File: src/sv/hmtq_pkg.sv
`timescale 1ns / 1ps
// Shared types, constants and helpers of the heightmap height query block.
// Depends on nothing; every other file of the block imports it.
package hmtq_pkg;

	localparam int MAP_DIM_DEF   = 256;
	localparam int FRAC_BITS_DEF = 16;
	localparam int OUT_DEPTH     = 16;

	localparam logic KIND_LOAD  = 1'b0;
	localparam logic KIND_QUERY = 1'b1;

	localparam logic [1:0] REG_CELL_SIZE     = 2'd0;
	localparam logic [1:0] REG_HEIGHT_SCALE  = 2'd1;
	localparam logic [1:0] REG_HEIGHT_OFFSET = 2'd2;
	localparam logic [1:0] REG_MAP_SIZE      = 2'd3;

	typedef struct packed {
		logic [30:0]        cell_size;
		logic [30:0]        height_scale;
		logic signed [31:0] height_offset;
		logic [8:0]         map_size;
	} cfg_t;

	typedef struct packed {
		logic signed [31:0] new_y;
		logic               outside;
		logic               lifted;
	} res_t;

	// Width of one classified word between the front and the back.
	function automatic int entry_bits(input int map_dim, input int frac_bits);
		return 58 + 2 * $clog2(map_dim) + 2 * frac_bits;
	endfunction

endpackage

File: src/sv/hmtq_outq.sv
`timescale 1ns / 1ps
// Result FIFO in front of the output port, built from registers.
// Depends on hmtq_pkg for the result word type.
module hmtq_outq #(
	parameter int DEPTH = 16
) (
	input  logic           clk,
	input  logic           arst_n,
	input  logic           push,
	input  hmtq_pkg::res_t din,
	input  logic           pop,
	output logic           empty,
	output hmtq_pkg::res_t dout
);
	import hmtq_pkg::*;

	localparam int AW = (DEPTH > 1) ? $clog2(DEPTH) : 1;

	res_t          fifo_q [DEPTH];
	logic [AW-1:0] wp_q;
	logic [AW-1:0] rp_q;
	logic [AW:0]   cnt_q;

	always_ff @(posedge clk) begin
		if (push) begin
			fifo_q[wp_q] <= din;
		end
	end

	always_ff @(posedge clk or negedge arst_n) begin
		if (!arst_n) begin
			wp_q  <= '0;
			rp_q  <= '0;
			cnt_q <= '0;
		end else begin
			if (push) begin
				wp_q <= (32'(wp_q) == DEPTH - 1) ? '0 : wp_q + 1'b1;
			end
			if (pop) begin
				rp_q <= (32'(rp_q) == DEPTH - 1) ? '0 : rp_q + 1'b1;
			end
			cnt_q <= cnt_q + (AW+1)'(push) - (AW+1)'(pop);
		end
	end

	assign empty = (cnt_q == '0);
	assign dout  = fifo_q[rp_q];

endmodule

File: config.mk
export PLATFORM = sky130hd
export DESIGN_NAME = hmtq_outq
export DESIGN_NICKNAME = d
export VERILOG_FILES = /design/src/sv/hmtq_pkg.sv /design/src/sv/hmtq_outq.sv
export SDC_FILE = /design/constraint.sdc
export NUM_CORES = 1
export LEC_CHECK = 0
export BUFFER_PORTS_ARGS = -buffer_cell sky130_fd_sc_hd__buf_2
export CORE_MARGIN = 5
export CORE_UTILIZATION = 60
export CTS_CLUSTER_SIZE = 28
export DETAILED_ROUTE_END_ITERATION = 16
export GPL_TIMING_DRIVEN = 0
export PLACE_DENSITY = 0.83
export SYNTH_ARGS = -nofsm -noshare
export SYNTH_HDL_FRONTEND = slang
export SYNTH_SLANG_ARGS = --single-unit
File: constraint.sdc
create_clock -name clk -period 5.52 [get_ports clk]
set_input_delay 0.828 -clock clk [delete_from_list [all_inputs] [get_ports clk]]
set_output_delay 0.828 -clock clk [all_outputs]
set_load 0.05 [all_outputs]
Word level (Yosys, flattened, before mapping)
Memory sizes are Yosys's and may differ from the RTL's.
Index checks and enable logic that the tools add are counted.
{"block": "op_classes", "muxes": 4, "addsub": 4, "reduce_logical": 1, "n_eq_ne": 2}
{"cell": "$add A4 B1 Y4 const B", "n": 2}
{"cell": "$eq A4 B4 Y1 const B", "n": 2}
{"cell": "$mux W4", "n": 2}
{"cell": "$add A5 B1 Y5", "n": 1}
{"cell": "$logic_not A5 Y1", "n": 1}
{"cell": "$sub A5 B1 Y5", "n": 1}
{"cell": "$mux W1", "n": 2}
{"block": "totals", "reg_bits": 13, "elab_cells": 15, "in_bits": 38, "output_inout_bits": 35, "n_memories": 1, "mem_bits_rw": 544}
{"name": "fifo_q", "words": 16, "word_bits": 34, "read_ports": 1, "rd_clocked_by_memory_dff": 0, "wr": 1, "line_no": "hmtq_outq.sv:19", "source": "res_t fifo_q [DEPTH];"}

Depth between registers and ports, before layout
{"block": "depth", "ltp_word": 2, "mapped_depth": 10, "mapped_depth_nobuf": 10}

Worst setup path after synthesis
OpenSTA, ideal clock, no wires.
{"block": "synth_path", "kind": "input to register", "start": "input push", "end": "memory fifo_q[3][0] (netlist name), enable pin", "stages": 3, "arrival_time_ns": 3.604, "setup_ns": 0.467, "setup_slack_ns": 1.448, "cell_sequence": "clkbuf_1 nand2_1 nor3_1"}
{"block": "synth_between", "elab_chain_cells": 2}
{"item": "from (decl)", "line_no": "hmtq_outq.sv:9", "source": "input logic push,"}
{"item": "$mux W1", "line_no": "hmtq_outq.sv:25", "source": "if (push) begin"}
{"item": "$mux W1 (implied by the code)", "line_no": "hmtq_outq.sv:26", "source": "fifo_q[wp_q] <= din;"}
{"item": "to (decl)", "line_no": "hmtq_outq.sv:19"}
Every way passes these cells.

==> run summary <==
Status: finished, final reports clean
Commonest non-fill, non-tap cells in the layout: edfxtp_1, mux2i_1, mux4_2
Hold Slack: 0.166 ns
Post-CTS sizing: 0
I/O Buffers: 72
Fin cells: 1,656
Antenna diodes: 0
Layout cell share with drive strength beyond 1: 0.259
Final hold vios: 0
Die area: 39,700 sq um
Drc violations: 0
Worst Tran Pin Value: 0.978 ns
Worst-skew pair later-pin latency: 0.56 ns
Clock Sink Count: 557
Synthesis-stage register bit count: 557
Overall power: 12.7 mW
Fin crit share: 0.697
Crit path time final: 3.85 ns
Worst Setup End Kind: output pin
Vias in the first global route: 11,300
CP peak stage delay: 0.71 ns
ANT nets after route: 0
Starting density of the core: 0.606
Worst min path class: input port to asynchronous set/reset pin
Post-synthesis cell area: 21,500 sq um
Detailed Route Iter0 Violations: 1,226
Syn nets: 1,049
TritonCTS buffer count: 53
Critical-path cell list: buf_2, nor2_1, clkbuf_1, a32oi_1, o21ai_1, buf_2
Routed vias: 10,900
Synth warn: 0
First-pass DRT Iterations: 5
Req. time, crit path: 4.69 ns
Placed cell count: 1,560
Clock buffer depth: 3
VDD IR max: 0.000414 V
Post-placement cell area: 23,000 sq um
Leading cell type in the layout, fill and taps excluded: edfxtp_1
Layout Utilization: 0.695
GPL Wtd Cong: 0.729
Sequential share of the synthesized area: 0.775
RSZ-0062 raised after global routing: no
First-pass GRT wire length: 71,400 um
Drt wl/cell: 29.0 um
Gr usage total: 0.245
Post-CTS Setup Inserts: 0
Area grow syn2layout: 14.8%
Leakage power: 8.12 nW
Rows: 69
Worst Clk Skew: 0.0121 ns
Detailed Place HPWL: 29,900 um
Fmax: 0.260 GHz
H-tree levels: 2
Setup violations, final: 0
CP max FO: 10
Critical Path AT: 3.02 ns
Number of fill cells: 2,041
DR vias/cell: 6.57
PwrDens: 517 nW/um^2
Post-Synthesis Cells: 999
Hold buffer count at CTS: 0
CP max-delay cell: clkbuf_1
Slew HR: 0.348
Core footprint: 35,500 sq um
Finished layout cell area: 24,700 sq um
Largest net degree at the start of global routing: 26
TritonCTS clock tree: yes
Io pins: 73
Worst-path clk slew: 0.06 ns
Syn Area/Cell: 21.5 sq um
Final WL: 48,000 um
Synth unique cells: 32
Die Span Y: 199 um
Initial antenna violation count: 3
WS Path Type: register to output pin
Number of max-cap violations: 0
Final count of pins violating max slew: 0
CP dominant cell by count: buf_2
Grt ovf: 0
Root Buffer: clkbuf_16
CP Launch Type: register
Die width: 199 um
Nets: 1,204
registers in the layout, summed over array words and instances (netlist names):
register / cells
rp_q: 4
cnt_q: 5
wp_q: 4
fifo_q: 544
final timing paths:
path	end	startpoint	slack (ns)	cells past startpoint
worst max-delay path	dout[22]	rp_q[3]	1.67	6
worst min-delay path	wp_q[2]	arst_n	0.17	1
worst max register to register	fifo_q[3][19]	wp_q[0]	3.04	6
worst min register to register	cnt_q[4]	cnt_q[3]	0.60	2
max in group asynchronous	wp_q[3]	arst_n	5.10	1
min in group clk	cnt_q[0]	push	0.53	2
routing by layer:
layer | share of wire | GRT usage | vias up
met5 | 0.00065 | 0 | -
met3 | 0.096 | 0.0560 | 109
met1 | 0.37 | 0.336 | 5644
met4 | 0.028 | 0.0742 | 6
li1 | - | - | 4507
met2 | 0.50 | 0.402 | 621
worst max-delay path: cells and delay by family (launching register included):
kind / cells / cell delay (ns)
flops: 1 / 0.35
compound gates: 2 / 0.35
buf+inv: 3 / 1.23
simple gates: 1 / 0.53
synthesized netlist by cell type:
library cell / count / area, sq um
nand4_1: 1 / 6.26
inv_1: 12 / 45.0
o21ai_1: 34 / 170
nand2b_1: 2 / 12.5
o21bai_1: 1 / 7.51
and2_1: 1 / 6.26
fa_1: 1 / 20.0
buf_1: 5 / 18.8
nor2b_1: 1 / 6.26
xor2_1: 2 / 17.5
nand2_1: 10 / 37.5
a22oi_1: 34 / 255
ha_1: 11 / 138
clkbuf_1: 26 / 97.6
buf_2: 15 / 75.1
buf_6: 6 / 67.6
nor4b_1: 1 / 8.76
buf_8: 1 / 15.0
a32oi_1: 34 / 298
xnor2_1: 5 / 43.8
mux2i_1: 103 / 1030
o21ai_0: 5 / 25.0
nor2_1: 14 / 52.6
edfxtp_1: 544 / 16300
a21o_1: 1 / 7.51
buf_4: 3 / 22.5
mux4_2: 102 / 2300
mux2_2: 1 / 11.3
a21oi_1: 4 / 20.0
nor3_1: 4 / 20.0
dfrtp_1: 13 / 325
nand3_1: 2 / 10.0
kinds of logic (layout without fill, tap and decap cells):
family	count (synthesis)	in the layout	synth area share
adder cells (fa/ha/maj)	12	12	0.00733
multiplexers	206	206	0.155
buffers and inverters	68	264	0.0159
AND/OR/NAND/NOR	36	36	0.00745
flip-flops	557	557	0.775
XOR/XNOR	7	7	0.00285
AO/OA/AOI/OAI	113	113	0.0364
where the power goes:
group,leakage [nW],total (mW),switching (mW),internal (mW)
Clock,0.788,3.46,1.47,2.00
Combinational,2.26,4.09,2.77,1.32
Sequential,5.07,5.20,0.119,5.08
final cells by class:
class / instances / area (sq um) / share of cell area
clock inverter: 26 / 244 / 0.00989
inverter: 12 / 45.0 / 0.00183
timing repair buffer: 100 / 852 / 0.0345
multi-input combinational: 374 / 4610 / 0.187
clock buffer: 70 / 1390 / 0.0563
sequential: 557 / 16700 / 0.675
buffer: 56 / 297 / 0.0120
tap: 461 / 577 / 0.0234
through the flow:
stage	setup WS (ns)	setup TNS (ns)
2_1_floorplan	1.45	0
3_3_place_gp	-1.31	-161.92
3_5_place_dp	2.33	0
4_1_cts	1.71	0
5_1_grt	1.59	0
6_report	1.67	0
No activity file was read; power rests on OpenSTA's default activity.
