===== src/sv/hmtq_pkg.sv =====
`timescale 1ns / 1ps
// Shared types, constants and helpers of the heightmap height query block.
// Depends on nothing; every other file of the block imports it.
package hmtq_pkg;

	localparam int MAP_DIM_DEF   = 256;
	localparam int FRAC_BITS_DEF = 16;
	localparam int OUT_DEPTH     = 16;

	localparam logic KIND_LOAD  = 1'b0;
	localparam logic KIND_QUERY = 1'b1;

	localparam logic [1:0] REG_CELL_SIZE     = 2'd0;
	localparam logic [1:0] REG_HEIGHT_SCALE  = 2'd1;
	localparam logic [1:0] REG_HEIGHT_OFFSET = 2'd2;
	localparam logic [1:0] REG_MAP_SIZE      = 2'd3;

	typedef struct packed {
		logic [30:0]        cell_size;
		logic [30:0]        height_scale;
		logic signed [31:0] height_offset;
		logic [8:0]         map_size;
	} cfg_t;

	typedef struct packed {
		logic signed [31:0] new_y;
		logic               outside;
		logic               lifted;
	} res_t;

	// Width of one classified word between the front and the back.
	function automatic int entry_bits(input int map_dim, input int frac_bits);
		return 58 + 2 * $clog2(map_dim) + 2 * frac_bits;
	endfunction

endpackage


===== src/sv/hmtq_queue.sv =====
`timescale 1ns / 1ps
// Queue between front and back: a memory FIFO whose read data is registered.
// Depends on hmtq_pkg for the house conventions only.
module hmtq_queue #(
	parameter int W     = 8,
	parameter int DEPTH = 64
) (
	input  logic         clk,
	input  logic         arst_n,
	input  logic         push,
	input  logic [W-1:0] wdata,
	input  logic         pop,
	output logic         nonempty,
	output logic         rvalid,
	output logic [W-1:0] rdata
);
	import hmtq_pkg::*;

	localparam int AW = (DEPTH > 1) ? $clog2(DEPTH) : 1;

	logic [W-1:0]  mem [DEPTH];
	logic [AW-1:0] wp_q;
	logic [AW-1:0] rp_q;
	logic [AW:0]   cnt_q;
	logic          rvalid_q;
	logic [W-1:0]  rdata_q;

	always_ff @(posedge clk) begin
		if (push) begin
			mem[wp_q] <= wdata;
		end
		if (pop) begin
			rdata_q <= mem[rp_q];
		end
	end

	always_ff @(posedge clk or negedge arst_n) begin
		if (!arst_n) begin
			wp_q     <= '0;
			rp_q     <= '0;
			cnt_q    <= '0;
			rvalid_q <= 1'b0;
		end else begin
			if (push) begin
				wp_q <= (32'(wp_q) == DEPTH - 1) ? '0 : wp_q + 1'b1;
			end
			if (pop) begin
				rp_q <= (32'(rp_q) == DEPTH - 1) ? '0 : rp_q + 1'b1;
			end
			cnt_q    <= cnt_q + (AW+1)'(push) - (AW+1)'(pop);
			rvalid_q <= pop;
		end
	end

	assign nonempty = (cnt_q != '0);
	assign rvalid   = rvalid_q;
	assign rdata    = rdata_q;

endmodule


===== config.mk =====
export PLATFORM = sky130hd
export DESIGN_NAME = hmtq_queue
export DESIGN_NICKNAME = d
export VERILOG_FILES = /design/src/sv/hmtq_pkg.sv /design/src/sv/hmtq_queue.sv
export SDC_FILE = /design/constraint.sdc
export NUM_CORES = 1
export LEC_CHECK = 0
export BUFFER_PORTS_ARGS = -buffer_cell sky130_fd_sc_hd__buf_4
export CORE_MARGIN = 2
export CORE_UTILIZATION = 44
export DETAILED_ROUTE_END_ITERATION = 6
export GPL_TIMING_DRIVEN = 0
export PLACE_DENSITY_LB_ADDON = 0.25
export SYNTH_ARGS = -nofsm -noshare
export SYNTH_HDL_FRONTEND = slang
export SYNTH_SLANG_ARGS = --single-unit

===== constraint.sdc =====
create_clock -name clk -period 2.6 [get_ports clk]
set_input_delay 0.39 -clock clk [delete_from_list [all_inputs] [get_ports clk]]
set_output_delay 0.39 -clock clk [all_outputs]
set_load 0.1 [all_outputs]

# Word level (Yosys, flattened, before mapping)
# Memories as Yosys holds them, arrays and structs flattened. A register that Yosys moved wholly into a read port is not among the register bits.
# Cells that the tools add are included.
# totals
regBits	20
ram_bits	512
input_bits	12
out_inout_bits	10
word_cells	16
memories	1
# memory_table
name	words	word_bits	rd	rd_clocked_by_memory_dff	write_ports	line	source
mem	64	8	1	1	1	hmtq_queue.sv:21	logic [W-1:0] mem [DEPTH];
# classes
addsub	4
n_eq_ne	2
muxes	4
reduce_logical	1
# ops
cell	count
adder 6 x 1 -> 6 bit, second input constant	2
equality test 6 bit, second input constant	2
2-to-1 mux 6 bit	2
adder 7 x 1 -> 7 bit	1
nonzero test 7 bit	1
subtractor 7 x 1 -> 7 bit	1
2-to-1 mux 1 bit	2

# Logic depth before layout (Yosys ltp)
# logic_depth
depth_word	2
mapped_depth	12
ltp_nobuf	12

# Worst setup path before layout
# Ideal clock, no wire load.
# synth_path
kind	in2reg
startpoint	input port push
endpoint	memory mem[40][0], enable pin
setup_time_ps	383
arrival_ps	1755
required_ps	2217
setup_slack_ps	461
path_stages	4
n_path_buf	1
path_cell_list	clkbuf_1 -> nor2b_1 -> nand4b_1 -> nor3_1
# synth_between
elab_chain_cells	2
# synth_lines
element	line	source
start: declaration	hmtq_queue.sv:10	input logic push,
2-to-1 mux 1 bit	hmtq_queue.sv:29	if (push) begin
2-to-1 mux 1 bit (not written as such)	hmtq_queue.sv:30	mem[wp_q] <= wdata;
end: declaration	hmtq_queue.sv:21	
# Every way passes these cells.

# Worst setup path in the final report
# layout_path
startpoint	register wp_q[2]
endpoint	memory mem[5][3], enable pin
# layout_rtl
element	line	source
start: declaration	hmtq_queue.sv:22	logic [AW-1:0] wp_q;
start signal: assignment	hmtq_queue.sv:45	wp_q <= (32'(wp_q) == DEPTH - 1) ? '0 : wp_q + 1'b1;
# Straight into the memory's write port.

==> results.toml <==
[hold_path]
holdPathStages = 1
hold_end = "rvalid"
worst_hold_path_type = "in2reg"
hp-start = "pop"

[yosys]
synth_top_area_share_pct = 73.8
synth-seq-cells = 540
ys_types = 45
syn_area_mm2 = 0.0212
ys_seq_area_share_pct = 76.1
synth_flop_cell = "edfxtp_1"
yosysTopAreaCell = "edfxtp_1"
avgSynthCellArea_um2 = 19.8
async_flop_share_pct = 3.70
synth-edff-count = 520
yosys-top-cells-area = "edfxtp_1, mux4_2, dfrtp_1"
synth.yosys.warnings = 0
synth_cells = 1071
synth_fp_nets = 1095

[critical_path]
cp.required_ns = 2.83
rr_endpoint = "mem[5][3]"
reg2reg_slack_ns = -0.05
worstPathCellList = "clkbuf_1 > clkbuf_1 > nand3_2 > nor2_2"
cp_max_fo = 10
crit_slowest_cell = "nor2_2"
path_buf_inv = 2
critPathKind = "reg2reg"
critPathTopFamily = "simple AND/OR/NAND/NOR gates"
r2r_cells = 4
r2r_start = "wp_q[2]"
cpMostUsedCell = "clkbuf_1"
crit_path_end_kind = "register"
crit_path_start_kind = "register"
max_stage_delay_ns = 0.58
crit_arrival_ns = 2.88

[detailed_routing]
routed_wirelength_um = 53400
ant_nets = 0
viasPerCell = 6.07
drc = 0
drt_first_iter_violations = 1363
vias = 11000
drt_pass1_iterations = 5
wire_per_inst_um = 29.6

[power]
power_density_mw_per_mm2 = 1040
ir_drop_v = 0.000494
leakage_nw = 7.76
power_mw = 25.2

[clock_tree]
numCtsBuffers = 54
clkTransAtPathRegs_ns = 0.06
insertion_delay_ns = 0.62
clock_sinks = 540
h-tree-depth = 2
cts_tree = "yes"
cts_root_buffer = "clkbuf_16"
clockBufferDepth = 3

[sta]
hold_violations = 0
fmax_mhz = 378
slew_headroom_pct = 17.7
maxSlewViolCount = 0
worst_pin_slew_ns = 1.22
fin_crit_sh_pct = 102
rsz0062_at_grt = "yes"
clock_skew_ns = 0.0316
layout_setup_ws_ns = -0.0472
finalSetupTns_ns = -1.13
finalSetupViolCount = 40
finalCriticalPeriod_ns = 2.65

[die]
die_x_um = 223
row_count = 80
die_y_um = 223
ioPinCount = 22
start_util_pct = 44.4
core-area_mm2 = 0.0476
die_area_mm2 = 0.0499

[global_routing]
track_usage_pct = 21.6
gr-total-overflow = 0
grt_pass1_vias = 10600
grt_antenna_before_repair = 0
grt_max_degree = 65
grt_pass1_wl_um = 75300

[cells_and_area]
areaGrowthSynthToFinish_pct = 14.7
num_antenna_cells = 0
nets = 1177
final_util_pct = 51.0
drive_gt1_share_pct = 26.0

[placed_design]
gp_congestion = 0.939
hpwl_um = 33500
port_buffers = 21

[run]
max_cap_viol_count = 0

[outcome]
violations = "negative setup slack"
status = "finished, violations left"
-- metrics by stage --
stage,cells,hold slack (ns),area [um^2],worst slack [ns]
floorplan,1071,0.0944,21200,0.461
global placement,1707,0.303,22100,-0.513
detailed placement,1707,0.301,22100,-0.545
CTS,1801,0.0248,24100,-0.163
global route,1805,0.0364,24300,-0.0948
finish,1805,0.0484,24300,-0.0472
-- layout make-up --
cell class	instances	area [um^2]
Fill cell	3805	23400
Sequential cell	540	16100
Multi-Input combinational cell	460	4900
Clock buffer	70	1450
Tap cell	615	769
Buffer	56	432
Clock inverter	23	359
Timing Repair Buffer	26	195
Inverter	15	56.3
-- synthesized netlist by cell type, types with 2 or more instances --
cell	count
nand4b_1	2
clkbuf_1	26
a221oi_1	5
buf_6	6
a22oi_1	38
o22ai_1	13
nor3_1	7
buf_4	3
nor2b_1	7
inv_1	14
buf_2	19
dfrtp_1	20
a32oi_1	2
a211oi_1	6
a32o_1	3
and2_1	2
nor2_1	86
nand4_1	3
mux2_2	12
xnor2_1	8
ha_1	11
edfxtp_1	520
o21ai_0	15
a22o_1	6
o211ai_1	9
xor2_1	3
mux4_2	107
nand2_1	36
nand3_1	12
a21oi_1	12
nand2b_1	4
o2111ai_1	3
mux2i_1	38
a221o_1	2
-- kinds of logic after synthesis --
family                     synth area share (%)
adders and majority gates                 0.745
and+or+nand+nor                            3.27
muxes                                      13.8
xor gates and xnor gates                  0.455
buffers and inverters                      1.64
DFF                                        76.1
AOI/OAI and AO/OA                          3.95
-- power breakdown --
group	switching, mW	leakage [nW]	internal (mW)	total (mW)
combinational	4.69	1.96	2.27	6.96
sequential	0.150	4.93	10.0	10.2
clock	3.21	0.879	4.82	8.03
total	8.05	7.76	17.1	25.2
-- cells in the final DEF, fill, tap and decap left out, types with 4 or more instances in the layout --
cell type	count
edfxtp_1	520
mux4_2	107
nor2_1	65
clkbuf_16	55
mux2i_1	38
clkbuf_1	30
nand2_1	30
buf_4	29
a22oi_1	25
nor2_2	21
dfrtp_1	20
inv_1	14
o21ai_0	14
a22oi_2	13
a21oi_1	12
mux2_2	12
ha_1	11
nand3_1	10
clkbuf_2	9
o211ai_1	9
bufinv_16	9
xnor2_1	8
o22ai_1	8
buf_2	7
buf_6	7
buf_12	6
nor2b_1	6
nand2_2	6
a22o_1	6
a211oi_1	6
clkinv_2	6
clkinv_1	5
a221oi_1	5
o22ai_2	5
nor3_1	5
nand2b_1	4
-- worst reg2reg max path, cell delays in order, from the launching register on --
cell	delay, ns
dfrtp_1	0.34
clkbuf_1	0.31
clkbuf_1	0.52
nand3_2	0.53
nor2_2	0.59
-- flip-flops by register name, indices dropped and copies added (netlist names) --
register,cells
cnt_q,7
mem,512
rdata,8
rp_q,6
rvalid,1
wp_q,6
-- how the worst max path moves through the flow --
stage | from | endpoint | slack, ns | cells past startpoint
2_1_floorplan | push | mem[40][0] | 0.46 | 4
3_3_place_gp | push | mem[23][0] | -0.51 | 6
3_5_place_dp | push | mem[23][7] | -0.55 | 6
4_1_cts | wp_q[0] | mem[31][0] | -0.16 | 3
5_1_grt | wp_q[1] | mem[60][7] | -0.09 | 3
6_report | wp_q[2] | mem[5][3] | -0.05 | 4
-- routing by layer --
layer	track usage, %	wire (um)
met1	31.8	22800
met2	33.0	24500
met3	4.75	4570
met4	5.63	1530
met5	0	0
-- repair_timing --
| item | in CTS | in global routing |
|---|---|---|
| resized for setup | 50 | 53 |
| setup endpoints to repair | 104 | 151 |
| hold buffers | 1 | 0 |
| buffers inserted | 0 | 3 |
| hold endpoints to repair | 20 | 0 |
| pin swaps | 0 | 1 |
Note: power is estimated with default switching activity, not from simulation.
